===== config.mk =====
export PLATFORM = sky130hd
export DESIGN_NAME = gbn_ram
export DESIGN_NICKNAME = d
export VERILOG_FILES = /design/src/sv/gbn_ram.sv
export SDC_FILE = /design/constraint.sdc
export NUM_CORES = 2
export LEC_CHECK = 0
export BUFFER_PORTS_ARGS = -buffer_cell sky130_fd_sc_hd__buf_2
export CAP_MARGIN = 20
export CELL_PAD_IN_SITES_DETAIL_PLACEMENT = 1
export CELL_PAD_IN_SITES_GLOBAL_PLACEMENT = 1
export CORE_MARGIN = 2
export CORE_UTILIZATION = 56
export DETAILED_ROUTE_END_ITERATION = 8
export PLACE_DENSITY_LB_ADDON = 0.08
export SETUP_SLACK_MARGIN = 0.05
export SKIP_LAST_GASP = 1
export SLEW_MARGIN = 15
export SYNTH_ARGS = -nofsm -noshare
export SYNTH_HDL_FRONTEND = slang
export SYNTH_SLANG_ARGS = --single-unit
export TNS_END_PERCENT = 5

===== constraint.sdc =====
create_clock -name clk -period 8 [get_ports clk]
set_clock_uncertainty 0.1 [all_clocks]
set_input_delay 0.8 -clock clk [delete_from_list [all_inputs] [get_ports clk]]
set_output_delay 0.8 -clock clk [all_outputs]
set_load 0.02 [all_outputs]

===== src/sv/gbn_ram.sv =====
module gbn_ram #(
	parameter int WIDTH = 64,
	parameter int DEPTH = 64
) (
	input  logic                                        clk,
	input  logic                                        we,
	input  logic [((DEPTH > 1) ? $clog2(DEPTH) : 1)-1:0] waddr,
	input  logic [WIDTH-1:0]                            wdata,
	input  logic [((DEPTH > 1) ? $clog2(DEPTH) : 1)-1:0] raddr,
	output logic [WIDTH-1:0]                            rdata
);

	logic [WIDTH-1:0] mem_q [DEPTH];

	always_ff @(posedge clk) begin
		if (we) begin
			mem_q[waddr] <= wdata;
		end
		rdata <= mem_q[raddr];
	end

endmodule


---- After elaboration in Yosys (flattened, before gate mapping) ----
Memory sizes are Yosys's and may differ from the RTL's. A register that Yosys moved wholly into a read port is not among the register bits.
Index checks and enable logic that the tools add are counted.
word-level totals
  bits in registers ....................... 0
  bits in writable memories ............... 4096
  input port bits ......................... 78
  logic and storage cells ................. 3
  memories ................................ 1
memories
  memory  depth  width  read ports  clocked after memory_dff  wr ports  line  source
  mem_q   64     64     1           1                         1         13    logic [WIDTH-1:0] mem_q [DEPTH];
cells by class
  muxes and demuxes ....................... 2
operators by type and width
  cell               count
  two-way mux 1 bit  2

---- Logic depth before layout (Yosys ltp) ----
  word-level depth ........................ 2
  gate-level depth with buffers ........... 9

---- Worst setup path before layout ----
OpenSTA, ideal clock, no wires.
  kind .................................... in2reg
  from .................................... input waddr[3] (netlist bit)
  to ...................................... memory mem_q[48][0], enable pin
  library setup time ...................... 0.564 ns
  arrival ................................. 5.672 ns
  data required time ...................... 7.336 ns
  setup slack ............................. 1.664 ns
  stages on the path ...................... 4
  cells stage by stage .................... clkbuf_1 > nor2b_1 > nand4b_1 > nor3_1
RTL lines
  item         line  source
  from (decl)  7     input logic [((DEPTH > 1) ? $clog2(DEPTH) : 1)-1:0] waddr,
  to (decl)    13
No word-level cell before the write port.

---- Worst setup path in the final report ----
  from .................................... input waddr[1] (netlist bit)
  to ...................................... memory mem_q[11][4], enable pin
No word-level cell before the write port.

==> results_dict.tcl <==
set metrics [dict create \
    outcome "finished clean" \
    dr_total_vias 76100 \
    numCtsBuffers 412 \
    initial_utilization_pct 56.4 \
    grt_start_max_net_pins 115 \
    internal_power_mw 36.2 \
    ctsResizeCount 0 \
    final_layout_size_suffix_gt1_share_pct 28.5 \
    htree_num_levels 5 \
    wl_per_cell_um 39.8 \
    p_leak_nw 55.2 \
    hold_path_class "primary input to flop" \
    ios 142 \
    clockRootBuffer "clkbuf_16" \
    chipWidth_um 532 \
    clk_pin_slew_ns 0.06 \
    required_ns 8.46 \
    total_power_mw 45.9 \
    placed_cell_area_um2 162000 \
    cp-start-kind "primary input" \
    ys_seq_area_share_pct 79.5 \
    fin_crit_ns 3.56 \
    drv_slew 0 \
    antenna_found_initial 38 \
    avgViaCountPerCell 6.87 \
    routed_wl_um 441000 \
    critPathLaunch "waddr[1]" \
    antenna_left 0 \
    grt_overflow 0 \
    cts_buffer_depth 4 \
    finalCritPeriodShare_pct 44.5 \
    dp_hpwl_um 233000 \
    fin_area_um2 176000 \
    rsz0062_at_grt "no" \
    finalSetupTns_ns 0 \
    cts.sink_count 4160 \
    syn_nets 6676 \
    drc 0 \
    ir_drop_mv 0.233 \
    rows 193 \
    synth_area_um2 156000 \
    first_pass_iters 5 \
    ys_ff_latch 4160 \
    gp_congestion 0.784 \
    critPathMaxFanout 41 \
    nNetsFinal 7077 \
    synthCells 6598 \
    cts_setup_buffers 0 \
    path_class "primary input to flop" \
    p_comb_share_pct 4.6 \
    die-area_um2 283000 \
    fillers 21700 \
    crit_path_end "mem_q[11][4]" \
    r2r_setup_slack_ns 5.89 \
    power_switching_mw 9.68 \
    drt_iter0_drc 10100 \
    slew_headroom_pct 20.1 \
    fmax_mhz 281 \
    pwr-share-seq_pct 52.9 \
    yosysWarningCount 0 \
    grt_pass1_wl_um 619000 \
    portBuffers 141 \
    grtUsageTotal_pct 31.4 \
    insertion_delay_ns 0.96 \
    drv_cap 0 \
    multi_input_area_um2 30800 \
    coreArea_um2 277000 \
    p_per_area_nw_per_um2 260 \
    ff2ff_path_depth 5 \
    syn_area_per_cell_um2 23.7 \
    ff_latch_area_um2 124000 \
    power_switching_share_pct 21.1 \
    grt_pass1_vias 79000 \
    pwr-share-clk_pct 42.5 \
    ctsHoldBuffers 0 \
    tightest_slew_ns 1.20 \
    worst_ep_arrival_time_ns 4.02 \
    final-setup-viol-count 0 \
    die_h_um 532 \
    cts_tree "built" \
    r2r-start "mem_q[8][18]" \
    reg2reg_to "rdata[18]" \
    synth_cell_types 33 \
    finalHoldViolCount 0 \
    utilization_pct 63.6 \
    layout-area-overhead-vs-synth_pct 12.8 \
    crit_path_end_kind "flop" \
]
[cells in the final DEF (no fill, tap or decap), types with 63 or more instances in the layout]
cell type	synthesis	layout
a211oi_1	63	63
a22o_1	88	88
a22oi_1	168	168
and3_1	64	64
buf_2	170	133
buf_4	34	173
clkbuf_1	140	101
clkbuf_16	0	421
clkinv_2	0	87
dfxtp_1	64	64
edfxtp_1	4096	4096
mux2i_1	135	135
mux4_2	1024	1024
nor2_4	0	65
o22ai_1	83	83
[cell families (layout without fill, tap and decap cells)]
family                 after synthesis  after routing  synth area share [%]
AND/OR/NAND/NOR                    386            386                  1.24
flip-flops                        4160           4160                  79.5
other                                0             23                     0
AO/OA/AOI/OAI                      504            504                  2.48
buffers and inverters              389           1143                  1.18
multiplexers                      1159           1159                  15.6
[area by class of cell]
cell class,instances,area share [%]
Sequential cell,4160,70.4
Multi-Input combinational cell,2049,17.4
Clock buffer,546,6.37
Tap cell,3705,2.63
Timing Repair Buffer,357,1.72
Clock inverter,221,1.31
Inverter,19,0.0404
Antenna cell,23,0.0326
[per-layer routing]
metal	GRT usage (%)	wire length [um]	vias to the layer above
met5	0	108	-
met4	9.90	15100	18
met3	5.43	38900	788
met2	49.8	214000	4057
met1	45.2	173000	41900
li1	-	-	29300
[sequential cells by signal, summed over array words and instances (netlist names)]
name and cells:
mem_q 4096, rdata 64
[power groups by stage]
| stage | Sequential, mW | Clock [mW] | Combinational (mW) |
|---|---|---|---|
| after global routing | 24.3 | 20.5 | 2.23 |
| after detailed placement | 24.7 | 0 | 2.09 |
| after floorplan | 24.7 | 0 | 1.12 |
| after CTS | 24.3 | 19.7 | 2.09 |
| after global placement | 24.7 | 0 | 2.03 |
| final | 24.3 | 19.5 | 2.11 |
[metrics by stage]
stage               hold WS (ns)  instances  setup slack (ns)
finish                     0.147      11100              4.44
global route               0.129      11100              4.39
CTS                        0.420      11000              4.59
detailed placement         0.727      10300              3.60
global placement           0.723      10300              3.66
floorplan                  0.688       6598              1.66
[Yosys cell counts]
cell type	count	share of area, %
nor2_1	112	0.27
nor2b_1	28	0.11
mux2i_1	135	0.86
buf_4	34	0.16
a2bb2oi_1	19	0.11
buf_1	20	0.048
a211oi_1	63	0.30
a31o_1	1	0.0056
nand3b_1	2	0.0096
a22oi_1	168	0.81
clkbuf_1	140	0.34
nand2b_1	11	0.044
dfxtp_1	64	0.82
or3_1	29	0.12
nand3_1	45	0.14
and3_1	64	0.26
nand2_1	58	0.14
buf_6	6	0.043
nand4_1	2	0.0080
buf_2	170	0.54
or3b_2	1	0.0056
a22o_1	88	0.49
o221ai_1	38	0.21
or2_2	28	0.11
inv_1	19	0.046
mux4_2	1024	15
nor3_1	2	0.0064
a31oi_1	18	0.072
edfxtp_1	4096	79
o22ai_1	83	0.33
a41oi_1	26	0.15
and2_1	3	0.012
nand4b_1	1	0.0056
[critical path, stage by stage]
cell and delay [ns]:
buf_2 0.22, nor2b_1 0.24, nand3_1 0.57, nor2_4 1.06
buf_4 0.98
[worst min path at each step]
stage	slack [ns]	to	depth (start not counted)	start
2_1_floorplan	0.69	rdata[61]	4	mem_q[30][61]
3_3_place_gp	0.72	rdata[34]	4	mem_q[63][34]
3_5_place_dp	0.73	rdata[62]	4	mem_q[38][62]
6_report	0.15	mem_q[47][10]	1	wdata[10]
5_1_grt	0.13	mem_q[43][59]	1	wdata[59]
4_1_cts	0.42	mem_q[37][32]	1	wdata[32]
Power figures use the tool's default switching activity.
